File: config.mk
export PLATFORM = sky130hd
export DESIGN_NAME = sals_update
export DESIGN_NICKNAME = d
export VERILOG_FILES = /design/src/rtl/sals_pkg.sv /design/src/rtl/sals_update.sv
export SDC_FILE = /design/constraint.sdc
export NUM_CORES = 1
export LEC_CHECK = 0
export BUFFER_PORTS_ARGS = -buffer_cell sky130_fd_sc_hd__buf_2
export CORE_AREA = 4 4 208 210
export DETAILED_ROUTE_END_ITERATION = 8
export DIE_AREA = 0 0 212 214
export PLACE_DENSITY = 0.51
export SLEW_MARGIN = 5
export SYNTH_ARGS = -nofsm -noshare
export SYNTH_HDL_FRONTEND = slang
export SYNTH_SLANG_ARGS = --single-unit
File: constraint.sdc
create_clock -name vclk -period 4.19
set_clock_uncertainty 0.05 [all_clocks]
set_input_delay 0.6285 -clock vclk [all_inputs]
set_output_delay 0.6285 -clock vclk [all_outputs]
set_load 0.01 [all_outputs]
File: src/rtl/sals_pkg.sv
package sals_pkg;

	// default geometry
	localparam int OFS_W_DEF = 5;
	localparam int SETS_DEF  = 64;
	localparam int WAYS_DEF  = 4;

	// fixed field widths
	localparam int ADDR_W  = 32;
	localparam int STAMP_W = 32;

	// command codes
	typedef enum logic [2:0] {
		CMD_READ       = 3'd0,
		CMD_WRITE      = 3'd1,
		CMD_FILL       = 3'd2,
		CMD_INVAL      = 3'd3,
		CMD_MARK_DIRTY = 3'd4
	} command_t;

	// one result beat
	typedef struct packed {
		logic              hit;
		logic              line_dirty;
		logic              installed;
		logic [ADDR_W-1:0] victim_address;
	} result_t;

endpackage

File: src/rtl/sals_update.sv
module sals_update #(
	parameter int OFS_W       = sals_pkg::OFS_W_DEF,
	parameter int SET_W       = $clog2(sals_pkg::SETS_DEF + 1) - 1,
	parameter int WAYS        = sals_pkg::WAYS_DEF,
	localparam int TAG_W      = sals_pkg::ADDR_W - OFS_W - SET_W,
	localparam int ENTRY_W    = TAG_W + sals_pkg::STAMP_W + 2,
	localparam int ROW_W      = WAYS * ENTRY_W
) (
	input  sals_pkg::command_t              cmd,
	input  logic [sals_pkg::ADDR_W-1:0]     address,
	input  logic [sals_pkg::STAMP_W-1:0]    clock,
	input  logic [ROW_W-1:0]                row_in,
	output logic [ROW_W-1:0]                row_out,
	output sals_pkg::result_t               result
);

	localparam int SHIFT     = OFS_W + SET_W;
	localparam int DIRTY_POS = TAG_W + sals_pkg::STAMP_W;
	localparam int VALID_POS = TAG_W + sals_pkg::STAMP_W + 1;
	localparam logic [sals_pkg::ADDR_W-1:0] SET_MASK =
		sals_pkg::ADDR_W'(((64'd1 << SET_W) - 64'd1) << OFS_W);

	logic [TAG_W-1:0]             tag;
	logic [TAG_W-1:0]             tag_w     [WAYS];
	logic [sals_pkg::STAMP_W-1:0] stamp_w   [WAYS];
	logic [WAYS-1:0]              valid_w;
	logic [WAYS-1:0]              dirty_w;
	logic [TAG_W-1:0]             tag_n     [WAYS];
	logic [sals_pkg::STAMP_W-1:0] stamp_n   [WAYS];
	logic [WAYS-1:0]              valid_n;
	logic [WAYS-1:0]              dirty_n;
	logic [WAYS-1:0]              match;
	logic [WAYS-1:0]              first_oh;
	logic [WAYS-1:0]              free;
	logic [WAYS-1:0]              free_oh;
	logic [WAYS-1:0]              lru_oh;
	logic [WAYS-1:0]              match_n;
	logic [WAYS-1:0]              first_n_oh;
	logic [TAG_W-1:0]             lru_tag;
	logic [sals_pkg::STAMP_W-1:0] clock_inc;

	assign tag       = address[sals_pkg::ADDR_W-1:SHIFT];
	assign clock_inc = clock + sals_pkg::STAMP_W'(1);

	// unpack the set and look up the tag
	always_comb begin
		for (int w = 0; w < WAYS; w++) begin
			tag_w[w]   = row_in[w*ENTRY_W +: TAG_W];
			stamp_w[w] = row_in[w*ENTRY_W + TAG_W +: sals_pkg::STAMP_W];
			dirty_w[w] = row_in[w*ENTRY_W + DIRTY_POS];
			valid_w[w] = row_in[w*ENTRY_W + VALID_POS];
			match[w]   = valid_w[w] && (tag_w[w] == tag);
		end
	end

	// lowest matching way and lowest free way
	assign first_oh = match & (~match + WAYS'(1));
	assign free     = ~valid_w;
	assign free_oh  = free & (~free + WAYS'(1));

	// lru: strictly older than lower ways, no newer than higher ways
	always_comb begin
		for (int i = 0; i < WAYS; i++) begin
			lru_oh[i] = 1'b1;
			for (int j = 0; j < WAYS; j++) begin
				if (j < i && !(stamp_w[i] < stamp_w[j])) begin
					lru_oh[i] = 1'b0;
				end
				if (j > i && !(stamp_w[i] <= stamp_w[j])) begin
					lru_oh[i] = 1'b0;
				end
			end
		end
	end

	always_comb begin
		lru_tag = '0;
		for (int w = 0; w < WAYS; w++) begin
			if (lru_oh[w]) begin
				lru_tag = lru_tag | tag_w[w];
			end
		end
	end

	// modify the set per command
	always_comb begin
		for (int w = 0; w < WAYS; w++) begin
			tag_n[w]   = tag_w[w];
			stamp_n[w] = stamp_w[w];
			valid_n[w] = valid_w[w];
			dirty_n[w] = dirty_w[w];
			unique case (cmd)
				sals_pkg::CMD_READ, sals_pkg::CMD_WRITE: begin
					if (first_oh[w]) begin
						stamp_n[w] = clock_inc;
						if (cmd == sals_pkg::CMD_WRITE) begin
							dirty_n[w] = 1'b1;
						end
					end
				end
				sals_pkg::CMD_FILL: begin
					if (free_oh[w]) begin
						valid_n[w] = 1'b1;
						dirty_n[w] = 1'b0;
						tag_n[w]   = tag;
						stamp_n[w] = clock;
					end
				end
				sals_pkg::CMD_INVAL: begin
					if (first_oh[w]) begin
						valid_n[w] = 1'b0;
						dirty_n[w] = 1'b0;
						stamp_n[w] = '0;
					end
				end
				sals_pkg::CMD_MARK_DIRTY: begin
					if (match[w]) begin
						dirty_n[w] = 1'b1;
					end
				end
				default: begin
				end
			endcase
		end
	end

	// pack the set and look up again for the final dirty bit
	always_comb begin
		for (int w = 0; w < WAYS; w++) begin
			row_out[w*ENTRY_W +: ENTRY_W] = {valid_n[w], dirty_n[w], stamp_n[w], tag_n[w]};
			match_n[w] = valid_n[w] && (tag_n[w] == tag);
		end
	end

	assign first_n_oh = match_n & (~match_n + WAYS'(1));

	// result beat
	always_comb begin
		result.hit            = |match;
		result.line_dirty     = |(first_n_oh & dirty_n);
		result.installed      = (cmd == sals_pkg::CMD_FILL) && (|free);
		result.victim_address = '0;
		if (cmd == sals_pkg::CMD_FILL && !(|free)) begin
			result.victim_address = (sals_pkg::ADDR_W'(lru_tag) << SHIFT) | (address & SET_MASK);
		end
	end

endmodule

==> reports/results.ini <==
[status]
status = finished clean

[global_route]
grt_use_met1_pct = 36.97
grt.busiest_layer = met2
antenna_found_initial = 6
grt_use_total_pct = 30.17
use_met3_pct = 4.203
grt_start_max_net_pins = 36
met2_usage_pct = 52.82
overflow = 0
grt_pass1_wl_mm = 104.8
grt_pass1_vias = 15858

[power_and_ir_drop]
leakage_nw = 7.914
ir_worst_vdd_uv = 72.89
powerDensity_nw_per_um2 = 102.7

[timing]
maxSlewViolCount = 0
hold_viol = 0
maxClockFrequency_mhz = 244.0
final.min_clock_period_ns = 4.099
timing.setup.tns_ns = 0
setup_viol = 0
slew_headroom_pct = 47.38
worst_pin_slew_ns = 0.7771
fin_crit_sh_pct = 97.83
rsz0062_at_grt = yes

[worst_setup_path]
crit_start = row_in[167]
cp_max_fo = 32
cp-end-kind = output port
crit_end = row_out[198]
worstSetupPathType = input port to output port
worstPathArrival_ns = 3.42
start_kind = input port
crit_required_ns = 3.51

[routing]
drtIter0Drc = 1398
drt_wl_total_mm = 73.66
drc = 0
wl_per_cell_um = 26.88
viasPerCell = 5.793
dr.pass1.iters = 6
drtAntennaViolNets = 0
vias = 15874

[logic_synthesis]
ys_top_cells_by_area = ha_1 21%, nand2_1 9.6%, a221o_1 8.1%, a21o_1 5.7%, xnor2_1 4.5%
ys_seq_area_share_pct = 0
syn_avg_cell_area_um2 = 6.669
synth_top_area_share_pct = 21.25
syn_area_um2 = 11360
yosys.area.top_type = ha_1
yosysWarnings = 0
postSynthCellCount = 1704
ys_types = 73

[finish]
n_clock_buffer = 0
register_area_um2 = 0
fin_area_um2 = 15110
drive_above_1_share_pct = 31.71
utilization_pct = 36.34
syn_to_final_growth_pct = 32.95
n_sequential_cell = 0
nNetsFinal = 2680

[hold_path]
min_path_type = input port to output port
holdPathStages = 3

[die]
start_util_pct = 27.33
die-area_um2 = 45370
fp-row-count = 75
fp.dieH_um = 214
core_um2 = 41570
die_x_um = 212
boundaryPins = 542

[place]
dpl.hpwl_mm = 61.14
io_buffer_count = 532
gp_congestion = 0.9610
dpl-instance-area_um2 = 15040

[clock_network]
cts_setup_buffers = 0

[job]
cap_viol_max_count = 0

-- cell families after synthesis --
kind of cell | count (synthesis) | share of synthesized area, %
simple gates | 678 | 28.13
compound gates | 453 | 30.22
buf+inv | 247 | 9.315
fa+ha+maj | 193 | 21.25
xor+xnor | 110 | 8.875
mux | 22 | 2.169
other cells | 1 | 0.03300
-- synth_stat cells, types with 3 or more instances --
| library cell | instances |
|---|---|
| xnor2_1 | 58 |
| nand2b_1 | 4 |
| o21ai_0 | 55 |
| nor4_1 | 16 |
| or3b_2 | 3 |
| o21a_1 | 17 |
| a21o_1 | 87 |
| nand3_1 | 66 |
| nand2_1 | 290 |
| nand4b_1 | 4 |
| o31a_1 | 4 |
| o311ai_1 | 4 |
| mux2_2 | 21 |
| ha_1 | 193 |
| nor3_1 | 10 |
| a21oi_1 | 55 |
| a31oi_1 | 7 |
| and4_1 | 3 |
| buf_1 | 5 |
| or3_1 | 8 |
| buf_2 | 24 |
| a32oi_1 | 18 |
| o21ai_1 | 3 |
| inv_1 | 112 |
| clkbuf_1 | 87 |
| and3_1 | 14 |
| nand4_1 | 80 |
| buf_4 | 9 |
| o221ai_1 | 4 |
| or2_2 | 12 |
| nor2_1 | 132 |
| a2111oi_0 | 17 |
| nor2b_1 | 11 |
| a221o_1 | 92 |
| o31ai_1 | 14 |
| buf_6 | 9 |
| o22ai_1 | 6 |
| a22oi_1 | 19 |
| o211ai_1 | 35 |
| xor2_1 | 46 |
| and2_1 | 9 |
| xnor2_2 | 6 |
-- per-layer routing --
layer  vias to the layer above  part of all wire (%)
li1                       7281                     -
met1                      7453                    39
met2                       971                    48
met3                       165                   8.0
met4                         4                   4.3
met5                         -                 0.045
-- power breakdown --
group	switching (W)	internal [W]	total (W)
sequential	0	0	0
clock	0	0.0000000000967	0.0000000000967
combinational	0.000954	0.000598	0.00155
total	0.000954	0.000598	0.00155
-- cells in the final DEF (no fill, tap or decap), drive strengths merged, types with 9 or more instances in the layout --
master and count:
inv 112, xor2 46, and3 14, a221o 92, a32oi 18, ha 193
nor2 133, mux2 21, a2111oi 19, nor2b 11, o211ai 35, a21o 87
nor4 19, nand2 291, nor3 11, xnor2 64, o21ai 58, a21oi 55
o31ai 15, or2 12, nand3 66, buf 624, a22oi 19, o21a 17
nand4 80, and2 9
-- cell type report --
cell class	instances	area (um^2)
fill	4637	26460
multi-input combinational	1461	10460
timing repair buffer	624	3541
tap	539	674.4
inverter	113	424.2
antenna	3	7.507
-- how the worst min path moves through the flow --
stage          startpoint           to  slack (ns)
2_1_floorplan  row_in[81]  row_out[81]        1.32
5_1_grt        address[9]    result[9]        1.52
3_3_place_gp   address[7]    result[7]        1.50
3_5_place_dp   address[7]    result[7]        1.49
6_report       address[7]    result[7]        1.49
4_1_cts        address[7]    result[7]        1.49
-- metrics by stage --
step | setup slack, ns | cells | hold WS, ns | power (W)
2_1_floorplan | 0.6059 | 1708 | 1.318 | 0.0008021
3_3_place_gp | -0.01612 | 2737 | 1.495 | 0.001508
3_5_place_dp | -0.04118 | 2737 | 1.494 | 0.001523
4_1_cts | 0.007035 | 2737 | 1.494 | 0.001532
5_1_grt | -0.01851 | 2740 | 1.516 | 0.001671
6_report | 0.09096 | 2740 | 1.493 | 0.001552
-- critical path, cell delays in order --
cell	delay [ns]
buf_2	0.14
xnor2_1	0.26
buf_4	0.19
nand4_1	0.10
or4_4	0.57
a211oi_4	0.34
nand4_1	0.13
a21o_1	0.22
buf_12	0.17
a221o_1	0.41
buf_2	0.18
-- timing repair --
action	4_1_cts	5_1_grt
pin swaps	0	1
hold buffers	0	0
gates resized for setup	1	20
endpoints found under the setup margin	1	14
Note: power is estimated with default switching activity, not from simulation.
