File: config.mk
export PLATFORM = sky130hd
export DESIGN_NAME = sals_ram
export DESIGN_NICKNAME = d
export VERILOG_FILES = /design/src/rtl/sals_ram.sv
export SDC_FILE = /design/constraint.sdc
export NUM_CORES = 1
export LEC_CHECK = 0
export BUFFER_PORTS_ARGS = -buffer_cell sky130_fd_sc_hd__buf_2
export CAP_MARGIN = 20
export CORE_MARGIN = 1.5
export CORE_UTILIZATION = 67
export DETAILED_ROUTE_END_ITERATION = 6
export PLACE_DENSITY = 0.93
export SYNTH_ARGS = -nofsm -noshare
export SYNTH_HDL_FRONTEND = slang
export SYNTH_SLANG_ARGS = --single-unit
File: constraint.sdc
create_clock -name clk -period 3.43 [get_ports clk]
set_clock_uncertainty 0.05 [all_clocks]
set_input_delay 0.1715 -clock clk [delete_from_list [all_inputs] [get_ports clk]]
set_output_delay 0.1715 -clock clk [all_outputs]
set_load 0.1 [all_outputs]
File: src/rtl/sals_ram.sv
module sals_ram #(
	parameter int WIDTH = 8,
	parameter int DEPTH = 64,
	localparam int AW = (DEPTH > 1) ? $clog2(DEPTH) : 1
) (
	input  logic             clk,
	input  logic             wr_en,
	input  logic [AW-1:0]    wr_addr,
	input  logic [WIDTH-1:0] wr_data,
	input  logic             rd_en,
	input  logic [AW-1:0]    rd_addr,
	output logic [WIDTH-1:0] rd_data
);

	logic [WIDTH-1:0] mem [DEPTH];
	logic [WIDTH-1:0] rd_data_q;

	// one write port, one registered read port
	always_ff @(posedge clk) begin
		if (wr_en) begin
			mem[wr_addr] <= wr_data;
		end
		if (rd_en) begin
			rd_data_q <= mem[rd_addr];
		end
	end

	assign rd_data = rd_data_q;

endmodule

==> results of run 1 <==
[worst max-delay path by stage]
stage | slack [ns] | start | end | cells past startpoint
2_1_floorplan | 1.40 | rd_addr[1] | rd_data[3]$_DFFE_PP_ | 7
3_3_place_gp | 0.76 | rd_addr[0] | rd_data[1]$_DFFE_PP_ | 7
3_5_place_dp | 0.68 | rd_addr[0] | rd_data[1]$_DFFE_PP_ | 7
4_1_cts | 0.86 | mem[16][6]$_DFFE_PP_ | rd_data[6]$_DFFE_PP_ | 5
5_1_grt | 0.83 | wr_addr[1] | mem[3][0]$_DFFE_PP_ | 5
6_report | 0.77 | mem[21][6]$_DFFE_PP_ | rd_data[6]$_DFFE_PP_ | 5
[flip-flops by register name, summed over array words and instances (netlist names)]
register	count
mem	512
rd_data	8
[per-layer routing]
metal	wire length, um	track usage (%)
met1	17300	46.5
met2	25900	57.3
met3	6160	6.66
met4	2870	15.5
met5	11	0
[timing repair]
action / 4_1_cts / 5_1_grt
setup buffers: 0 / 0
endpoints found under the hold margin: 9 / 20
hold buffers: 2 / 2
[worst reg2reg max path, cell delays in order, from the launching register on]
cell      delay (ns)
edfxtp_1        0.39
mux4_2          0.50
mux2_2          0.29
o221a_2         0.29
nor3_1          0.65
o32ai_1         0.21
[cells by family (layout without fill, tap and decap cells)]
| logic type | count (synthesis) | count (layout) | share of synthesized area [%] |
|---|---|---|---|
| flops | 520 | 520 | 77.1 |
| mux | 162 | 162 | 15.9 |
| simple gates | 153 | 153 | 3.37 |
| compound gates | 54 | 54 | 2.06 |
| buf+inv | 51 | 146 | 1.56 |
| other cells | 0 | 4 | 0 |
[stage by stage]
step	instances	area, um^2	hold slack (ns)	total power [mW]
5_1_grt	1427	22500	0.0374	13.6
6_report	1429	22500	0.0379	13.4
2_1_floorplan	940	20200	0.220	7.63
3_5_place_dp	1330	20800	0.526	7.89
4_1_cts	1418	22400	0.0171	13.3
3_3_place_gp	1330	20800	0.520	7.86
[report_power, final]
group	switching (mW)	internal, mW
Sequential	0.0242	7.04
Combinational	0.494	0.254
Clock	2.35	3.21
Total	2.87	10.5
[layout make-up]
class	instances	share of cell area (%)
timing repair buffer	60	2.22
clock buffer	54	5.53
clock inverter	32	1.57
tap	390	2.17
antenna	4	0.0444
sequential	520	69.3
multi-input combinational	369	19.2
[placed cells by master (no fill, tap or decap), types with 4 or more instances in the layout]
| cell | netlist | final |
|---|---|---|
| nor2b_1 | 14 | 14 |
| buf_12 | 2 | 8 |
| clkinv_2 | 0 | 8 |
| mux2i_1 | 23 | 23 |
| clkinv_1 | 0 | 13 |
| mux4_2 | 126 | 126 |
| o22ai_1 | 8 | 8 |
| nor2_1 | 83 | 83 |
| dlygate4sd3_1 | 0 | 4 |
| buf_4 | 13 | 20 |
| nand2b_1 | 7 | 7 |
| mux2_2 | 13 | 13 |
| bufinv_16 | 0 | 8 |
| buf_2 | 11 | 27 |
| edfxtp_1 | 520 | 520 |
| a211oi_1 | 4 | 4 |
| a221oi_1 | 6 | 6 |
| diode_2 | 0 | 4 |
| o221ai_1 | 8 | 8 |
| clkbuf_1 | 17 | 5 |
| nand3_1 | 13 | 13 |
| nor3_1 | 7 | 7 |
| clkbuf_16 | 0 | 49 |
| nand2_1 | 19 | 19 |
==> key figures, run 1 <==
Status
  • Status: finished clean

Floorplan
  • Die W: 177 um
  • Initial Util: about two thirds
  • Die H: 177 um
  • Top Ports: 31
  • Rows: 63
  • Core ar.: 29700 um^2
  • Die ar.: 31300 um^2

STA
  • RSZ-0062 raised after global routing: no
  • Final Setup Violations: 0
  • Fmax: 377 MHz
  • Max-slew violations: 0
  • Min cycle time layout: 2.66 ns
  • Period utilization: 77.4%
  • Slew headroom: 15.0%
  • Fin. Hold Viols: 0
  • Setup_tns: 0 ns
  • Worst setup margin: 0.774 ns
  • Worst Max-Slew Pin Slew: approximately 1.3 ns

Synthesis
  • Area fraction of the dominant cell type after synthesis: 77.1%
  • Synth top area cells: edfxtp_1, mux4_2, nor2_1
  • Avg Cell Area, Syn: 21.5 um^2
  • Post-synth top flop: edfxtp_1
  • Post-synth cell types: 39
  • Post-synthesis sequential area ratio: 77.1%
  • Yosys warning total: 0
  • Post-Syn Area: 20200 um^2
  • Async SR Flop Fraction: 0%
  • Most common cell in the netlist: edfxtp_1
  • Synthesized Nets: 963
  • Yosys reg bits: 520
  • Post-synth EDFFs: 520
  • Post-synth top cells: edfxtp_1, mux4_2, nor2_1, mux2i_1, nand2_1
  • Mapped Cells: 940
  • Largest area contributor in the netlist: edfxtp_1

Worst setup path
  • Crit path DAT: 2.88 ns
  • Family with the most delay on the worst path: multiplexers
  • CP Max Fanout: 1
  • Flop2flop setup slack: 0.77 ns
  • R2R depth: 5
  • Worst-path cell chain: mux4_2 > mux2_2 > o221a_2 > nor3_1 > o32ai_1
  • CP max stage delay: 0.65 ns
  • CP endpoint kind: flip-flop
  • Slowest cell on the critical path: nor3_1
  • Worst r2r src: mem[21][6]$_DFFE_PP_
  • CP Launch Type: flip-flop
  • Worst setup path class: flip-flop to flip-flop
  • CP required: 3.65 ns
  • R2R Path End: rd_data[6]$_DFFE_PP_
  • Buf/Inv on CP: 0

Placement
  • Number of I/O port buffers: 30
  • Pre-CTS setup slack: slightly below 0.7 ns
  • DP Wirelength: ~28000 um
  • GP Congestion: around 0.85

Route
  • Vias/cell: approximately 7.6
  • Residual DRC count: 0
  • Final WL: 52200 um
  • Iter 0 DRT Violations: approximately 2.1k
  • Final ANT Viol Nets: 0
  • Pre-Repair DR Iteration Count: 6
  • DR WL/cell: roughly 37 um
  • Total number of vias: 10.8k

Run
  • Max Cap Viol: 0

Pwr
  • Worst VDD drop: 0.380 mV
  • Leakage: 7.05 nW
  • Power Density: 594 nW/um^2

Global route
  • Grt ovf: 0
  • All-Layer GR Usage: 34.9%
  • First-pass GRT wire length: 75900 um
  • Vias in the first global route: approximately 11k
  • Largest net degree at the start of global routing: 65
  • Initial antenna violation count: 4

Clock tree
  • Clk sink count: 520
  • Clk_lat worst skew: 0.57 ns
  • Worst-path clk slew: 0.07 ns
  • TritonCTS clock tree: done
  • CTS H-tree lvls: 2
  • Clk root buf: clkbuf_16
  • CTS Buffer Depth: 3
  • CTS buffer count: 48
  • Cts repair resizes: 0

Finish
  • Layout cells sized above 1: 25.6%
  • Nets: just over 1k
  • Register area: 15600 um^2
  • Filler Cell Count: approximately 1.4k
  • Multi-input gate area: 4320 um^2
  • Area grow syn2layout: 11.3%
  • Core Util, Final: 75.8%

Min path
  • Hold Path End: mem[49][3]$_DFFE_PP_
  • Hold WC Path Type: input pin to flip-flop
  • Hold Startpoint: wr_addr[2]
  • Hold path cells: 2
Power figures use the tool's default switching activity.
==> inputs of run 2 (changes only) <==
- ABC_AREA: default -> 1
- CORE_UTILIZATION: 67 -> 57
- PLACE_DENSITY: 0.93 -> 0.85
- clock period: 3.43 -> 2.4 ns (I/O delays scaled with it)
==> run 2 against run 1 <==
Net effect: combinational power increased by 71%; sequential power increased by 43%; flip-flop and latch count unchanged; highest routed layer is now met4.
==> key figures, run 2 <==
Status
  • Status: finished clean (unchanged)

Floorplan
  • Rows: 70 (was 63)
  • Die ar.: 38700 um^2 (was 31300 um^2)
  • Die W: 197 um (was 177 um)
  • Top Ports: 31 (unchanged)
  • Initial Util: 58.2% (was 68.1%)
  • Die H: 197 um (was 177 um)
  • Core ar.: 36800 um^2 (was 29700 um^2)

Pwr
  • Leakage: 8.74 nW (was 7.05 nW)
  • P_int: 14.6 mW (was 10.5 mW)
  • Power Density: 789 nW/um^2 (was 594 nW/um^2)
  • Worst VDD drop: 0.593 mV (was 0.380 mV)
  • Sw frac: 22.5% (was 21.4%)
  • Part of the power in registers: 53.7% (was 52.9%)
  • Comb power frac: 6.8% (was 5.6%)
  • Clk pwr share: 39.5% (was 41.5%)
  • Pwr Total: 18.8 mW (was 13.4 mW)
  • Sw Pwr: 4.22 mW (was 2.87 mW)

Finish
  • Filler Cell Count: 2506 (was 1373)
  • Layout cells sized above 1: 10.6% (was 25.6%)
  • Most flop-heavy register: mem (unchanged)
  • Commonest non-fill, non-tap cells in the layout: nand2_1, edfxtp_1, nand3_1, buf_4, nor2_1 (was edfxtp_1, mux4_2, nor2_1, clkbuf_16, buf_2)
  • Commonest non-fill, non-tap cell in the layout: nand2_1 (was edfxtp_1)
  • Max FFs per register: 512 (unchanged)
  • Nets: 1905 (was 1022)
  • Area grow syn2layout: 11.3% (about the same)
  • Core Util, Final: 64.8% (was 75.8%)

Synthesis
  • Post-synth cell types: 15 (was 39)
  • Post-Syn Area: 21400 um^2 (was 20200 um^2)
  • Post-synth EDFFs: 520 (unchanged)
  • Yosys warning total: 0 (unchanged)
  • Post-synthesis sequential area ratio: 72.9% (was 77.1%)
  • Synthesized Nets: 1828 (was 963)
  • Synth top area cells: edfxtp_1, nand2_1, nand3_1 (was edfxtp_1, mux4_2, nor2_1)
  • Avg Cell Area, Syn: 11.9 um^2 (was 21.5 um^2)
  • Yosys reg bits: 520 (unchanged)
  • Post-synth top cells: nand2_1, edfxtp_1, nand3_1, nor2_1, buf_2 (was edfxtp_1, mux4_2, nor2_1, mux2i_1, nand2_1)
  • Async SR Flop Fraction: 0% (unchanged)
  • Post-synth top flop: edfxtp_1 (unchanged)
  • Most common cell in the netlist: nand2_1 (was edfxtp_1)
  • Area fraction of the dominant cell type after synthesis: 72.9% (was 77.1%)
  • Mapped Cells: 1805 (was 940)
  • Largest area contributor in the netlist: edfxtp_1 (unchanged)

Worst setup path
  • CP required: 2.23 ns (was 3.65 ns)
  • CP max stage delay: 0.47 ns (was 0.65 ns)
  • Buf/Inv on CP: 1 (was 0)
  • Worst-path cell chain: buf_2 (was mux4_2 > mux2_2 > o221a_2 > nor3_1 > o32ai_1)
  • CP Launch Type: flip-flop (unchanged)
  • Slowest cell on the critical path: buf_2 (was nor3_1)
  • CP Max Fanout: 1 (unchanged)
  • Worst setup path class: flip-flop to primary output (was flip-flop to flip-flop)
  • Family with the most delay on the worst path: buffers and inverters (was multiplexers)
  • CP endpoint kind: primary output (was flip-flop)
  • Crit path DAT: 1.50 ns (was 2.88 ns)

Global route
  • First-pass GRT wire length: 81100 um (was 75900 um)
  • Vias in the first global route: 14.6k (was 10.9k)
  • All-Layer GR Usage: 27.6% (was 34.9%)
  • Initial antenna violation count: 2 (was 4)
  • Largest net degree at the start of global routing: 97 (was 65)
  • Grt ovf: 0 (unchanged)

Clock tree
  • CTS H-tree lvls: 2 (unchanged)
  • CTS Buffer Depth: 3 (unchanged)
  • Clk sink count: 520 (unchanged)
  • Clk root buf: clkbuf_16 (unchanged)
  • TritonCTS clock tree: done (unchanged)
  • Clk_lat worst skew: 0.58 ns (was 0.57 ns)
  • Worst-path clk slew: 0.06 ns (was 0.07 ns)
  • Setup Buffers After CTS: 0 (unchanged)
  • CTS buffer count: 49 (was 48)

STA
  • Setup_tns: 0 ns (unchanged)
  • Final Setup Violations: 0 (unchanged)
  • Worst setup margin: 0.731 ns (was 0.774 ns)
  • Period utilization: a little over two thirds
  • Max-slew violations: 0 (unchanged)
  • Worst Max-Slew Pin Slew: 1.07 ns (was 1.27 ns)
  • Min cycle time layout: 1.67 ns
  • Hold_ws: 0.0466 ns (was 0.0379 ns)
  • RSZ-0062 raised after global routing: no (unchanged)
  • Slew headroom: 28.9% (was 15.0%)
  • Fin. Hold Viols: 0 (unchanged)
  • Fmax: between 500 and 600 MHz

Route
  • DR WL/cell: 22.0 um (was 36.5 um)
  • Final ANT Viol Nets: 0 (unchanged)
  • Vias/cell: 6.22 (was 7.56)
  • Residual DRC count: 0 (unchanged)
  • Iter 0 DRT Violations: 2493 (was 2101)
  • Pre-Repair DR Iteration Count: 6 (unchanged)
  • Final WL: 52600 um (was 52200 um)
  • Total number of vias: 14.9k (was 10.8k)

Placement
  • Pre-CTS setup slack: 0.276 ns (was 0.684 ns)
  • GP Congestion: 0.916 (was 0.846)
  • Number of I/O port buffers: 30 (unchanged)
  • DP Wirelength: 31000 um (was 27900 um)

Run
  • Max Cap Viol: 0 (unchanged)

Min path
  • Hold WC Path Type: input pin to flip-flop (unchanged)
run 2: cell count changes after synthesis, moves of 8 or more:
cell / delta
mux2i_1: -23
nand2_1: +629
nor2b_1: -14
buf_2: +26
o22ai_1: -8
mux4_2: -126
nor2_1: -27
nand3_1: +426
inv_1: +10
o221ai_1: -8
buf_6: +31
mux2_2: -13
run 2: final cells by class:
class	count	area, um^2	area share [%]
antenna	2	5.00	0.0210
clock buffer	66	1330	5.59
clock inverter	23	181	0.761
inverter	12	52.6	0.220
multi-input combinational	1160	4950	20.7
sequential	520	15600	65.5
tap	468	586	2.46
timing repair buffer	139	1120	4.71
run 2: per-layer routing:
metal	global-route usage, %	part of all wire [%]	vias to the layer above
li1	-	-	6504
met1	37.7	36	7007
met2	43.0	46	1149
met3	5.78	13	203
met4	12.6	4.5	0
met5	0	0	-
run 2: final timing paths:
kind / startpoint / end / slack [ns] / depth (start not counted)
worst max-delay path: rd_data[2]$_DFFE_PP_ / rd_data[2] / 0.73 / 1
worst min register to register: mem[8][7]$_DFFE_PP_ / rd_data[7]$_DFFE_PP_ / 0.87 / 8
worst max register to register: mem[48][4]$_DFFE_PP_ / rd_data[4]$_DFFE_PP_ / 0.84 / 8
worst min-delay path: wr_data[4] / mem[28][4]$_DFFE_PP_ / 0.05 / 1
run 2: cells by family (layout without fill, tap and decap cells):
logic type	after synthesis	after routing	synth area share (%)
and+or+nand+nor	1160	1160	23.1
buffers and inverters	125	240	4.01
other	0	2	0
DFF	520	520	72.9
run 2: through the flow:
stage	cell area, um^2	cells
2_1_floorplan	21400	1805
3_3_place_gp	22300	2296
3_5_place_dp	22300	2296
4_1_cts	23800	2388
5_1_grt	23800	2388
6_report	23800	2390
run 2: repair_timing:
| item | 4_1_cts | 5_1_grt |
|---|---|---|
| hold endpoints to repair | 25 | 0 |
| hold buffers | 3 | 0 |
| resized for setup | 0 | 0 |
run 2: power by group through the flow:
stage	clock (mW)	combinational (mW)	sequential (mW)
2_1_floorplan	0	0.707	10.4
3_3_place_gp	0	1.20	10.3
3_5_place_dp	0	1.24	10.3
4_1_cts	7.45	1.26	10.1
5_1_grt	7.81	1.37	10.1
6_report	7.42	1.28	10.1
==> inputs of run 3 (changes only) <==
- clock period: 2.4 -> 1.35 ns (I/O delays scaled with it)
==> run 3 against run 2 <==
Net effect: the run now ends with setup timing left; final area increased by 8.3%; clock-buffer cell count down 7; sequential power is 78% higher; critical path depth is 7 higher; via count is 4.9% higher; total power increased by 88%; routed wire length up 14%; global-route usage is 2.1 points higher; largest cell class unchanged.
==> key figures, run 3 (synthesis gave the netlist of run 2 again) <==
Placement
  • Pre-CTS setup slack: -0.374 ns (was 0.276 ns)
  • GP Congestion: 0.912 (was 0.916)
  • DP Wirelength: 32300 um (was 31000 um)
  • Number of I/O port buffers: 30 (unchanged)
  • DP Cell Count: 2323 (was 2296)

STA
  • Min cycle time layout: 1.52 ns
  • Fin. Hold Viols: 0 (unchanged)
  • Worst setup margin: -0.172 ns (was 0.731 ns)
  • Fmax: 657 MHz
  • Setup_tns: -1.18 ns (was 0 ns)
  • Worst Max-Slew Pin Slew: 0.880 ns (was 1.07 ns)
  • Period utilization: 113%
  • Max-slew violations: 0 (unchanged)
  • Slew headroom: 41.1% (was 28.9%)
  • Final Setup Violations: 13 (was 0)
  • RSZ-0062 raised after global routing: yes (was no)

Worst setup path
  • Worst setup path class: flip-flop to flip-flop (was flip-flop to primary output)
  • Crit path top cell by count: nand2_1
  • Slowest cell on the critical path: edfxtp_1 (was buf_2)
  • CP max stage delay: 0.41 ns (was 0.47 ns)
  • CP Launch Type: flip-flop (unchanged)
  • CP required: 1.63 ns (was 2.23 ns)
  • CP endpoint kind: flip-flop (was primary output)
  • Crit path DAT: 1.80 ns (was 1.50 ns)
  • CP Max Fanout: 1 (unchanged)
  • Worst-path cell chain: nand2_1 > nand3_1 > nand3_1 > nand2_1 > nand2_1 > nand3_2 > nand3_1 > nand2_1 (was buf_2)
  • Buf/Inv on CP: 0 (was 1)
  • Family with the most delay on the worst path: simple AND/OR/NAND/NOR gates (was buffers and inverters)

Finish
  • Commonest non-fill, non-tap cells in the layout: nand2_1, edfxtp_1, nand3_1, nand3_2, buf_4 (was nand2_1, edfxtp_1, nand3_1, buf_4, nor2_1)
  • Core Util, Final: 70.2% (was 64.8%)
  • Layout cells sized above 1: 24.3% (was 10.6%)
  • Area grow syn2layout: 20.5% (was 11.3%)
  • Commonest non-fill, non-tap cell in the layout: nand2_1 (unchanged)
  • Filler Cell Count: 2090 (was 2506)
  • Most flop-heavy register: mem (unchanged)
  • Finished Layout Cells: 2423 (was 2390)
  • Max FFs per register: 512 (unchanged)
  • Nets: 1939 (was 1905)

Clock tree
  • Setup Buffers After CTS: 0 (unchanged)
  • Clk root buf: clkbuf_16 (unchanged)
  • CTS buffer count: 49 (unchanged)
  • CTS H-tree lvls: 2 (unchanged)
  • CTS Buffer Depth: 3 (unchanged)
  • Clk_lat worst skew: 0.59 ns (was 0.58 ns)
  • TritonCTS clock tree: done (unchanged)
  • Clk sink count: 520 (unchanged)
  • Worst-path clk slew: 0.06 ns (about the same)

Route
  • Final ANT Viol Nets: 0 (unchanged)
  • Final WL: 60000 um (was 52600 um)
  • Pre-Repair DR Iteration Count: 6 (unchanged)
  • Residual DRC count: 0 (unchanged)
  • Vias/cell: 6.44 (was 6.22)
  • Total number of vias: 15.6k (was 14.9k)
  • DR WL/cell: 24.8 um (was 22.0 um)
  • Iter 0 DRT Violations: 2569 (was 2493)

Pwr
  • Power Density: 1370 nW/um^2 (was 789 nW/um^2)
  • Pwr Total: 35.4 mW (was 18.8 mW)
  • Leakage: 9.37 nW (was 8.74 nW)
  • Worst VDD drop: 0.938 mV (was 0.593 mV)

Floorplan
  • Rows: 70 (unchanged)
  • Top Ports: 31 (unchanged)
  • Die H: 197 um (unchanged)
  • Die W: 197 um (unchanged)
  • Core ar.: 36800 um^2 (unchanged)
  • Initial Util: 58.2% (unchanged)
  • Die ar.: 38700 um^2 (unchanged)

Min path
  • Hold WC Path Type: input pin to flip-flop (unchanged)

Status
  • Status: complete, but fails checks (was finished clean)
  • Failing checks: setup timing

Global route
  • First-pass GRT wire length: 85800 um (was 81100 um)
  • Grt ovf: 0 (unchanged)
  • Largest net degree at the start of global routing: 70 (was 97)
  • All-Layer GR Usage: 29.6% (was 27.6%)
  • Vias in the first global route: 14.9k (was 14.6k)
  • Initial antenna violation count: 1 (was 2)

Run
  • Max Cap Viol: 0 (unchanged)
run 3: cell count changes in the layout (fill, tap and decap cells not counted), sizes merged:
| cell | previous run | this run |
|---|---|---|
| buf | 136 | 163 |
| clkbuf | 66 | 59 |
| dlygate4sd3 | 3 | 10 |
| clkinvlp | 0 | 6 |
| bufinv | 3 | 8 |
| clkinv | 19 | 16 |
| diode | 2 | 1 |
| inv | 13 | 12 |
run 3: layer usage:
metal  up-vias  GRT usage [%]  share of wire [%]
met3       281           6.50                 14
met1      7332           37.8                 33
met5         -              0                  0
li1       6576              -                  -
met4         0           14.8                5.2
met2      1404           48.4                 48
run 3: power breakdown:
| part | leakage, nW | switching [mW] | internal, mW |
|---|---|---|---|
| clock | 0.808 | 6.10 | 8.45 |
| sequential | 4.69 | 0.0603 | 17.9 |
| combinational | 3.88 | 2.07 | 0.862 |
run 3: final cells by class:
| type | instances | area (um^2) | area share, % |
|---|---|---|---|
| clock inverter | 30 | 372 | 1.44 |
| antenna | 1 | 2.50 | 0.00969 |
| timing repair buffer | 173 | 1870 | 7.26 |
| clock buffer | 59 | 1310 | 5.06 |
| multi-input combinational | 1160 | 5990 | 23.2 |
| inverter | 12 | 70.1 | 0.271 |
| sequential | 520 | 15600 | 60.5 |
| tap | 468 | 586 | 2.27 |
run 3: worst min-delay path, stage by stage:
cell	delay (ns)
buf_2	0.11
inv_1	0.07
buf_12	0.16
nand3_1	0.10
nand3_2	0.07
nand2_1	0.07
run 3: final timing paths:
| kind | cells after the start | endpoint | slack [ns] | startpoint |
|---|---|---|---|---|
| worst min register to register | 8 | rd_data[4]$_DFFE_PP_ | 0.91 | mem[4][4]$_DFFE_PP_ |
| worst max-delay path | 8 | rd_data[1]$_DFFE_PP_ | -0.17 | mem[4][1]$_DFFE_PP_ |
| worst max register to register | 8 | rd_data[1]$_DFFE_PP_ | -0.17 | mem[4][1]$_DFFE_PP_ |
| worst min-delay path | 6 | rd_data[3]$_DFFE_PP_ | 0.11 | rd_addr[4] |
run 3: per-stage QoR:
stage | cell area [um^2] | hold WS, ns
after floorplan | 21800 | 0.116
after CTS | 25400 | 0.0641
after global placement | 23200 | 0.413
after detailed placement | 23200 | 0.416
after global routing | 25800 | 0.122
final | 25800 | 0.107
run 3: timing repair:
action	in CTS	in global routing
pin swaps	53	61
gates cloned	0	0
resized for setup	94	110
endpoints found under the setup margin	16	16
hold endpoints to repair	391	0
hold buffers	10	0
